**src/hdl/mcfc_pkg.sv**
```systemverilog
// Package: shared types, codes and arithmetic helpers of the frustum coverage unit.
package mcfc_pkg;

   // Input function codes
   localparam logic [1:0] FUNC_LOAD_MV = 2'd0;
   localparam logic [1:0] FUNC_LOAD_PJ = 2'd1;
   localparam logic [1:0] FUNC_BUILD   = 2'd2;
   localparam logic [1:0] FUNC_TEST    = 2'd3;

   // Internal command codes after classification
   localparam logic [2:0] OP_NOP     = 3'd0;
   localparam logic [2:0] OP_LOAD_MV = 3'd1;
   localparam logic [2:0] OP_LOAD_PJ = 3'd2;
   localparam logic [2:0] OP_BUILD   = 3'd3;
   localparam logic [2:0] OP_TEST    = 3'd4;

   // Register indexes
   localparam logic CSR_CAMERAS   = 1'b0;
   localparam logic CSR_THRESHOLD = 1'b1;

   localparam logic [3:0] THRESHOLD_RESET = 4'd3;
   localparam int         QUEUE_DEPTH     = 2;
   localparam int         MAX_CAMERAS     = 8;

   localparam logic signed [47:0] PLANE_MAX = 48'sh7FFF_FFFF_FFFF;
   localparam logic signed [47:0] PLANE_MIN = 48'sh8000_0000_0000;

   typedef struct packed {
      logic [1:0]         func;
      logic [2:0]         cam_index;
      logic [1:0]         row_index;
      logic signed [31:0] elem_a;
      logic signed [31:0] elem_b;
      logic signed [31:0] elem_c;
      logic signed [31:0] elem_d;
      logic signed [31:0] point_x;
      logic signed [31:0] point_y;
      logic signed [31:0] point_z;
   } req_type;

   typedef struct packed {
      logic [7:0] inside_mask;
      logic [3:0] cover_count;
      logic       covered;
   } rsp_type;

   // Classified command between front and back
   typedef struct packed {
      logic [2:0]         op;
      logic [2:0]         cam;
      logic [1:0]         row;
      logic [127:0]       row_data;   // element k at [32k+31:32k]
      logic signed [31:0] x;
      logic signed [31:0] y;
      logic signed [31:0] z;
      logic [3:0]         ncam;
      logic [3:0]         thresh;
   } cmd_type;

   // Plane order: right, left, bottom, top, far, near
   function automatic logic [1:0] plane_axis(input int p);
      plane_axis = 2'(p / 2);
   endfunction

   function automatic logic plane_sub(input int p);
      plane_sub = (p == 0) || (p == 3) || (p == 4);
   endfunction

   function automatic logic signed [47:0] sat48(input logic signed [50:0] v);
      if (v > 51'(PLANE_MAX)) begin
         sat48 = PLANE_MAX;
      end else if (v < 51'(PLANE_MIN)) begin
         sat48 = PLANE_MIN;
      end else begin
         sat48 = v[47:0];
      end
   endfunction

endpackage

```
**src/hdl/mcfc_front.sv**
```systemverilog
// Front end: configuration registers and classification of incoming beats.
module mcfc_front
   import mcfc_pkg::*;
#(
   parameter int NCAM = 8
) (
   input  logic       clock,
   input  logic       reset,
   input  logic       csr_wen,
   input  logic       csr_index,
   input  logic [3:0] csr_wdata,
   input  req_type    req_data,
   output cmd_type    cmd
);
   logic [3:0] cameras_ff;
   logic [3:0] thresh_ff;
   logic       cam_ok;

   // Hold configuration
   always_ff @(posedge clock) begin
      if (reset) begin
         cameras_ff <= '0;
         thresh_ff  <= THRESHOLD_RESET;
      end else if (csr_wen) begin
         case (csr_index)
            CSR_CAMERAS:   cameras_ff <= csr_wdata;
            CSR_THRESHOLD: thresh_ff  <= csr_wdata;
            default: ;
         endcase
      end
   end

   assign cam_ok = ({1'b0, req_data.cam_index} < 4'(NCAM));

   // Classify: drop loads and builds aimed at missing cameras
   always_comb begin
      cmd.cam      = req_data.cam_index;
      cmd.row      = req_data.row_index;
      cmd.row_data = {req_data.elem_d, req_data.elem_c, req_data.elem_b, req_data.elem_a};
      cmd.x        = req_data.point_x;
      cmd.y        = req_data.point_y;
      cmd.z        = req_data.point_z;
      cmd.ncam     = (cameras_ff > 4'(NCAM)) ? 4'(NCAM) : cameras_ff;
      cmd.thresh   = thresh_ff;
      case (req_data.func)
         FUNC_LOAD_MV: cmd.op = cam_ok ? OP_LOAD_MV : OP_NOP;
         FUNC_LOAD_PJ: cmd.op = cam_ok ? OP_LOAD_PJ : OP_NOP;
         FUNC_BUILD:   cmd.op = cam_ok ? OP_BUILD : OP_NOP;
         FUNC_TEST:    cmd.op = OP_TEST;
         default:      cmd.op = OP_NOP;
      endcase
   end

endmodule

```
**config.mk**
```make
export PLATFORM = sky130hd
export DESIGN_NAME = mcfc_front
export DESIGN_NICKNAME = d
export VERILOG_FILES = /design/src/hdl/mcfc_pkg.sv /design/src/hdl/mcfc_front.sv
export SDC_FILE = /design/constraint.sdc
export NUM_CORES = 1
export LEC_CHECK = 0
export BUFFER_PORTS_ARGS = -buffer_cell sky130_fd_sc_hd__buf_2
export CAP_MARGIN = 10
export CORE_AREA = 3 3 183 185
export DETAILED_ROUTE_END_ITERATION = 10
export DIE_AREA = 0 0 186 188
export SLEW_MARGIN = 10
export SYNTH_ARGS = -nofsm -noshare
export SYNTH_HDL_FRONTEND = slang
export SYNTH_SLANG_ARGS = --single-unit
```
**constraint.sdc**
```tcl
create_clock -name clock -period 1.6 [get_ports clock]
set_clock_uncertainty 0.1 [all_clocks]
set_input_delay 0.32 -clock clock [delete_from_list [all_inputs] [get_ports clock]]
set_output_delay 0.32 -clock clock [all_outputs]
set_load 0.005 [all_outputs]
```
==> reports/results.txt <==
status = finished, final reports clean
die width = 186 microns
kind of critical path = primary input to output pin
relative slew slack = 89.8%
worst-margin pin slew = 0.152 ns
buffers added on ports = 20
Post-Syn Area = 2130 sq um
area delta synth->final = -48.9%
CP startpoint kind = primary input
Max Fanout on Critical Path = 2
crit-path cells = buf_2, inv_1, ha_1, or2_2, buf_2
Via density = 1.55
row count = 66
Fin Setup TNS = 0 ns
CTS HTree Levels = 1
CTS resizes = 0
final setup vio count = 0
CTS root buf = clkbuf_16
Core Area = 32200 sq um
mux contribution to synthesized area = 1.88%
routed length per instance = 15.6 microns
Simple-Gate Fraction of Synth Area = 6.05%
worst hold path type = primary input to flop
element type at the critical path end = output pin
CP max-delay cell = or2_2
Syn Inst Count = 270
CTS clk-pin slew, worst paths = 0.04 ns
residual DRC count = 0
Final period util = 92.0%
largest net degree at the start of global routing = 13
layout cells sized above 1 = 45.2%
initial antenna violation count = 0
Skew-Pair Late Insertion Delay = 0.23 ns
Post-Syn Nets = 512
Peak VDD IR = 0.530 mV
DR iter-0 viols = 20
WP data arrival = 1.05 ns
grt ovf = 0
sequential fraction of the synthesis area = 7.52%
RSZ-0062 raised after global routing = no
first-pass GRT wire length = 8440 microns
Synth Area in Compound Gates = 1.29%
Initial Util = 6.61%
Final #Nets = 306
xor/xnor cell area share of the yosys netlist = 0%
cell area power density = 655 nW/um^2
via count = 728
Synth Warn # = 0
Final Hold Viols = 0
P_leak = 0.305 nW
Max Cap Viol = 0
Pwr Total = 0.713 mW
Worst R2R Setup Slack = 0.84 ns
largest family of logic cells by synthesized area = buffers and inverters
# hold bufs at CTS = 0
fin. max-slew vios = 0
max frequency = 0.680 GHz
clk sinks = 8
# Post-CTS Setup Buffers = 0
Post-Synth Adder-Cell Area = 1.76%
CTS Buf Count = 3
Tot GR Track Use = 3.74%
crit-path most repeated cell = buf_2
number of routed nets with antenna violations = 0
Antenna diodes = 0
maximum clock insertion buffer count = 2
GP Congestion = 0.591
dpl hpwl = 6250 microns
vias in the first global route = 824
die height = 188 microns
1st-pass router iterations = 3
CTS tree = built
synthesized area per cell = 7.89 sq um
max incr delay on CP = 0.28 ns
post-layout min period = 1.47 ns
synth unique cells = 16
Routed WL = 7330 microns
die footprint = 35000 sq um
FF+latch count, synth = 8
IO Pins = 479
Critical Path RT = 1.18 ns
## Yosys cell counts
| cell | instances | area [sq um] |
|---|---|---|
| clkbuf_1 | 1 | 3.75 |
| o21ai_1 | 2 | 10.0 |
| or2_2 | 1 | 6.26 |
| a211o_1 | 2 | 17.5 |
| dfxtp_1 | 8 | 160 |
| and2b_4 | 1 | 10.0 |
| nand4bb_1 | 2 | 22.5 |
| nand2b_1 | 8 | 50.1 |
| inv_1 | 2 | 7.51 |
| nand2_2 | 1 | 6.26 |
| ha_1 | 3 | 37.5 |
| buf_2 | 1 | 5.00 |
| and3_2 | 2 | 15.0 |
| mux2i_1 | 4 | 40.0 |
| buf_4 | 229 | 1720 |
| nor2b_1 | 3 | 18.8 |
## per-stage QoR
step                hold slack, ns  std cells  setup slack (ns)  util, %  area (sq um)
detailed placement           0.350        467             0.125     3.14          1010
global placement             0.346        467             0.138     3.14          1010
global route                 0.309        470            0.0865     3.38          1090
finish                       0.281        470             0.129     3.38          1090
CTS                          0.284        470             0.123     3.38          1090
floorplan                    0.337        270             0.363        -          2130
## critical path, delay by kind of cell
| family | cells | cell delay [ns] |
|---|---|---|
| AND/OR/NAND/NOR | 1 | 0.28 |
| buffers and inverters | 3 | 0.27 |
| adder cells (fa/ha/maj) | 1 | 0.18 |
## cell usage in the layout, fill, tap and decap left out
master / count
nand4bb_1: 2
nand2_2: 1
or2_2: 1
mux2i_1: 4
buf_2: 20
clkbuf_16: 3
a211o_1: 2
nand2b_1: 8
inv_1: 2
nor2b_1: 3
o21ai_1: 2
and2b_4: 1
ha_1: 3
and3_2: 2
dfxtp_1: 8
## state kept, by name, indices dropped and copies added (netlist names)
signal and cells:
cameras_ff 4, thresh_ff 4
## logic make-up (layout without fill, tap and decap cells)
family          Yosys count  in the layout
buf+inv                 233             25
simple gates             18             18
flops                     8              8
compound gates            4              4
mux                       4              4
fa+ha+maj                 3              3
## path summary, 6_finish.rpt
path | startpoint | to | cells after the start
max | req_data[229] | cmd[237] | 5
min | csr_wdata[1] | cameras_ff[1]$_SDFFE_PP0P_ | 3
max reg2reg | thresh_ff[0]$_SDFFE_PP1P_ | thresh_ff[0]$_SDFFE_PP1P_ | 1
min reg2reg | cameras_ff[0]$_SDFFE_PP0P_ | cameras_ff[0]$_SDFFE_PP0P_ | 2
## final cells by class
type / count / area (sq um)
flip-flops and latches: 8 / 160
inverters: 2 / 7.51
repair buffers: 20 / 100
well taps: 408 / 510
fillers: 3847 / 31100
multi-input cells: 29 / 234
clock buffers: 3 / 75.1
## routing by layer
| metal | vias up | share of wire (%) | GRT usage [%] |
|---|---|---|---|
| met5 | - | 0 | 0.286 |
| met4 | 0 | 20 | 6.93 |
| met3 | 121 | 37 | 6.09 |
| met2 | 206 | 26 | 3.02 |
| met1 | 223 | 17 | 1.91 |
| li1 | 178 | - | - |
## power by group
part | switching, mW | internal [mW] | leakage (nW)
registers | 0.00638 | 0.212 | 0.0657
logic | 0.0314 | 0.0399 | 0.202
clock network | 0.101 | 0.323 | 0.0370
total | 0.139 | 0.574 | 0.305
(Power assumes the default switching activity.)
