**src/hdl/mcfc_pkg.sv**
```systemverilog
// Package: shared types, codes and arithmetic helpers of the frustum coverage unit.
package mcfc_pkg;

   // Input function codes
   localparam logic [1:0] FUNC_LOAD_MV = 2'd0;
   localparam logic [1:0] FUNC_LOAD_PJ = 2'd1;
   localparam logic [1:0] FUNC_BUILD   = 2'd2;
   localparam logic [1:0] FUNC_TEST    = 2'd3;

   // Internal command codes after classification
   localparam logic [2:0] OP_NOP     = 3'd0;
   localparam logic [2:0] OP_LOAD_MV = 3'd1;
   localparam logic [2:0] OP_LOAD_PJ = 3'd2;
   localparam logic [2:0] OP_BUILD   = 3'd3;
   localparam logic [2:0] OP_TEST    = 3'd4;

   // Register indexes
   localparam logic CSR_CAMERAS   = 1'b0;
   localparam logic CSR_THRESHOLD = 1'b1;

   localparam logic [3:0] THRESHOLD_RESET = 4'd3;
   localparam int         QUEUE_DEPTH     = 2;
   localparam int         MAX_CAMERAS     = 8;

   localparam logic signed [47:0] PLANE_MAX = 48'sh7FFF_FFFF_FFFF;
   localparam logic signed [47:0] PLANE_MIN = 48'sh8000_0000_0000;

   typedef struct packed {
      logic [1:0]         func;
      logic [2:0]         cam_index;
      logic [1:0]         row_index;
      logic signed [31:0] elem_a;
      logic signed [31:0] elem_b;
      logic signed [31:0] elem_c;
      logic signed [31:0] elem_d;
      logic signed [31:0] point_x;
      logic signed [31:0] point_y;
      logic signed [31:0] point_z;
   } req_type;

   typedef struct packed {
      logic [7:0] inside_mask;
      logic [3:0] cover_count;
      logic       covered;
   } rsp_type;

   // Classified command between front and back
   typedef struct packed {
      logic [2:0]         op;
      logic [2:0]         cam;
      logic [1:0]         row;
      logic [127:0]       row_data;   // element k at [32k+31:32k]
      logic signed [31:0] x;
      logic signed [31:0] y;
      logic signed [31:0] z;
      logic [3:0]         ncam;
      logic [3:0]         thresh;
   } cmd_type;

   // Plane order: right, left, bottom, top, far, near
   function automatic logic [1:0] plane_axis(input int p);
      plane_axis = 2'(p / 2);
   endfunction

   function automatic logic plane_sub(input int p);
      plane_sub = (p == 0) || (p == 3) || (p == 4);
   endfunction

   function automatic logic signed [47:0] sat48(input logic signed [50:0] v);
      if (v > 51'(PLANE_MAX)) begin
         sat48 = PLANE_MAX;
      end else if (v < 51'(PLANE_MIN)) begin
         sat48 = PLANE_MIN;
      end else begin
         sat48 = v[47:0];
      end
   endfunction

endpackage

```
**src/hdl/mcfc_queue.sv**
```systemverilog
// Small synchronous queue between front, back and the result port.
module mcfc_queue
   import mcfc_pkg::*;
#(
   parameter type item_type = logic,
   parameter int  DEPTH     = 2
) (
   input  logic     clock,
   input  logic     reset,
   input  logic     push,
   input  item_type wdata,
   output logic     full,
   input  logic     pop,
   output item_type rdata,
   output logic     empty
);
   localparam int PTR_W = (DEPTH > 1) ? $clog2(DEPTH) : 1;

   item_type           mem_ff [0:DEPTH-1];
   logic [PTR_W-1:0]   wr_ptr_ff, wr_ptr_in;
   logic [PTR_W-1:0]   rd_ptr_ff, rd_ptr_in;
   logic [PTR_W:0]     count_ff, count_in;
   logic               do_push, do_pop;

   assign full    = (count_ff == (PTR_W+1)'(DEPTH));
   assign empty   = (count_ff == '0);
   assign rdata   = mem_ff[rd_ptr_ff];
   assign do_push = push && !full;
   assign do_pop  = pop && !empty;

   // Advance pointers with wrap
   always_comb begin
      wr_ptr_in = wr_ptr_ff;
      rd_ptr_in = rd_ptr_ff;
      count_in  = count_ff;
      if (do_push) begin
         wr_ptr_in = (wr_ptr_ff == PTR_W'(DEPTH - 1)) ? '0 : wr_ptr_ff + 1'b1;
      end
      if (do_pop) begin
         rd_ptr_in = (rd_ptr_ff == PTR_W'(DEPTH - 1)) ? '0 : rd_ptr_ff + 1'b1;
      end
      if (do_push && !do_pop) begin
         count_in = count_ff + 1'b1;
      end else if (do_pop && !do_push) begin
         count_in = count_ff - 1'b1;
      end
   end

   always_ff @(posedge clock) begin
      if (reset) begin
         wr_ptr_ff <= '0;
         rd_ptr_ff <= '0;
         count_ff  <= '0;
      end else begin
         wr_ptr_ff <= wr_ptr_in;
         rd_ptr_ff <= rd_ptr_in;
         count_ff  <= count_in;
      end
   end

   // Store the beat
   always_ff @(posedge clock) begin
      if (do_push) begin
         mem_ff[wr_ptr_ff] <= wdata;
      end
   end

endmodule

```
**config.mk**
```make
export PLATFORM = sky130hd
export DESIGN_NAME = mcfc_queue
export DESIGN_NICKNAME = d
export VERILOG_FILES = /design/src/hdl/mcfc_pkg.sv /design/src/hdl/mcfc_queue.sv
export SDC_FILE = /design/constraint.sdc
export NUM_CORES = 1
export LEC_CHECK = 0
export ABC_AREA = 1
export BUFFER_PORTS_ARGS = -buffer_cell sky130_fd_sc_hd__clkbuf_2
export CORE_AREA = 2 2 39 41
export CTS_CLUSTER_SIZE = 24
export DETAILED_ROUTE_END_ITERATION = 6
export DIE_AREA = 0 0 41 43
export SETUP_SLACK_MARGIN = 0.1
export SYNTH_ARGS = -nofsm -noshare
export SYNTH_HDL_FRONTEND = slang
export SYNTH_SLANG_ARGS = --single-unit
```
**constraint.sdc**
```tcl
create_clock -name clock -period 2.8 [get_ports clock]
set_input_delay 0.28 -clock clock [delete_from_list [all_inputs] [get_ports clock]]
set_output_delay 0.28 -clock clock [all_outputs]
set_load 0.01 [all_outputs]
```
==> impl_metrics.json <==
{
  "grt_pass1_wl_um": 890,
  "place_ws_ps": 1400,
  "cpMaxStageDelayCell": "dfxtp_1",
  "reg2reg_depth": 9,
  "chipHeight_um": 43,
  "fin_hold_ws_ps": 225,
  "die_w_um": 41,
  "worstPathRequired_ps": 2990,
  "antenna_left": 0,
  "drive_above_1_share_pct": 33.3,
  "met1_usage_pct": 8.09,
  "min_path_type": "input pin to register",
  "worstSetupEndpointType": "register",
  "worstSetupPathType": "register to register",
  "viasPerCell": 3.96,
  "synthesis.instances": 40,
  "first_pass_iters": 4,
  "cap_viol_max_count": 0,
  "gr-usage-met3_pct": 4.71,
  "tightest_slew_ps": 264,
  "max_freq_mhz": 709,
  "relSlewSlack_pct": 82.3,
  "critPathLaunch": "count_ff[1]",
  "top_usage_layer": "met2",
  "initial_core_util_pct": 23.4,
  "clk_path_buf_depth": 2,
  "skew_ps": 3.08,
  "dp_hpwl_um": 422,
  "synth_cell_type_count": 16,
  "num_vias": 265,
  "crit_chain": "inv_2 > o21ai_2 > inv_2 > ha_1 > inv_1 > nand3_1 > nand2_1 > inv_1 > nor2_1",
  "synth.ff_latch_count": 7,
  "clk_latency_ps": 250,
  "wirelength_um": 544,
  "met2_usage_pct": 11.3,
  "postSynthAreaPerCell_um2": 8.10,
  "fin_crit_sh_pct": 50.4,
  "nNetsFinal": 58,
  "core.rowCount": 14,
  "drc": 0,
  "gp_congestion": 0.751,
  "critPathLaunchType": "register",
  "cts_max_level": 1,
  "cts_buffers": 3,
  "drtIter0Drc": 1,
  "grt_usage_pct": 8.55,
  "cts_tree": "built",
  "coreArea_um2": 1380,
  "syn_area_um2": 324,
  "r2r-start": "count_ff[1]",
  "clk_pin_slew_ps": 50,
  "antenna_found_initial": 0,
  "post_cts_resized": 0,
  "reg2reg_slack_ps": 1390,
  "syn_to_final_growth_pct": 25.1,
  "grt_pass1_vias": 249,
  "io_buffers": 7,
  "synth_seq_area_share_pct": 49.4,
  "cts_hold_buffers": 0,
  "postCtsSetupBuffers": 0,
  "period_needed_ps": 1410,
  "ioPinCount": 8,
  "finalMaxSlewViolations": 0,
  "crit_path_end": "count_ff[1]",
  "numClockSinks": 7,
  "p_per_area_nw_per_um2": 1000,
  "crit_fanout": 4,
  "grt_max_degree": 7,
  "diodes": 0,
  "dieArea_um2": 1760,
  "syn_nets": 46,
  "setup_tns_ps": 0,
  "arrival_ps": 1600,
  "gr-total-overflow": 0,
  "finalWorstSetupSlack_ps": 1390,
  "p_leak_nw": 0.193,
  "yosys_warnings": 0,
  "slowest_delay_ps": 410,
  "rsz0062_at_grt": "false",
  "clockRootBuffer": "clkbuf_4",
  "r2r-end": "count_ff[1]",
  "fin_util_pct": 29.3,
  "vdd_drop_max_uv": 259,
  "status": "finished clean",
  "finalHoldViolCount": 0,
  "post_drt_wl_per_cell_um": 8.12,
  "finalSetupViolations": 0
}
==> cells in the final DEF, fill, tap and decap left out, drive strengths merged <==
cell,instances
nor2,9
and2,1
inv,9
dfxtp,5
nand2,4
clkbuf,11
a21oi,1
nand3,1
o21ai,5
mux2,1
edfxtp,2
ha,1
nand4,1
==> final cells by class <==
cell class              count  area [um2]
multi-input cells          24         130
inverters                   9        33.8
flip-flops and latches      7         160
fillers                   150         978
repair buffers              7        35.0
well taps                  16        20.0
clock buffers               4        26.3
==> worst min path at each step <==
| stage | start | endpoint | slack (ps) | cells after the start |
|---|---|---|---|---|
| 3_5_place_dp | wdata | mem_ff[1] | 480 | 1 |
| 3_3_place_gp | wdata | mem_ff[0] | 480 | 1 |
| 4_1_cts | wdata | mem_ff[1] | 220 | 1 |
| 5_1_grt | wdata | mem_ff[1] | 210 | 1 |
| 6_report | wdata | mem_ff[1] | 220 | 1 |
| 2_1_floorplan | wdata | mem_ff[0] | 380 | 0 |
==> cell usage after synthesis (all sizes together) <==
library cell  count  area share, %
inv               9             10
nor2              9             10
dfxtp             5             31
o21ai             5             10
nand2             4            5.4
edfxtp            2             19
a21oi             1            1.5
and2              1            1.9
ha                1            3.9
mux2              1            3.5
nand3             1            1.5
nand4             1            1.9
==> per-stage QoR <==
stage / total power (W) / instances / area (um2)
detailed placement: 0.000316 / 63 / 379
global placement: 0.000313 / 63 / 379
global route: 0.000449 / 67 / 405
finish: 0.000406 / 67 / 405
CTS: 0.000410 / 67 / 405
floorplan: 0.000276 / 40 / 324
==> critical path: cells and delay by family (launching register included) <==
| family | cells | cell delay, ps |
|---|---|---|
| DFF | 1 | 410 |
| buffers and inverters | 4 | 240 |
| and+or+nand+nor | 3 | 220 |
| adders and majority gates | 1 | 300 |
| AOI/OAI and AO/OA | 1 | 190 |
==> cell families (layout without fill, tap and decap cells) <==
family | count (synthesis) | count (layout) | share of synthesized area (%)
AO/OA/AOI/OAI | 6 | 6 | 11.6
adder cells (fa/ha/maj) | 1 | 1 | 3.86
buffers and inverters | 9 | 20 | 10.4
AND/OR/NAND/NOR | 16 | 16 | 21.2
flip-flops | 7 | 7 | 49.4
multiplexers | 1 | 1 | 3.47
==> layer usage <==
metal	routed length (um)	part of all wire [%]
met4	10	1.8
met2	258	47
met5	0	0
met3	32	5.9
met1	242	44
==> power breakdown <==
part	switching [W]	internal, W	total (W)
clock	0.0000364	0.0000543	0.0000907
sequential	0.0000285	0.000134	0.000163
combinational	0.0000876	0.0000651	0.000153
Power figures use the tool's default switching activity.
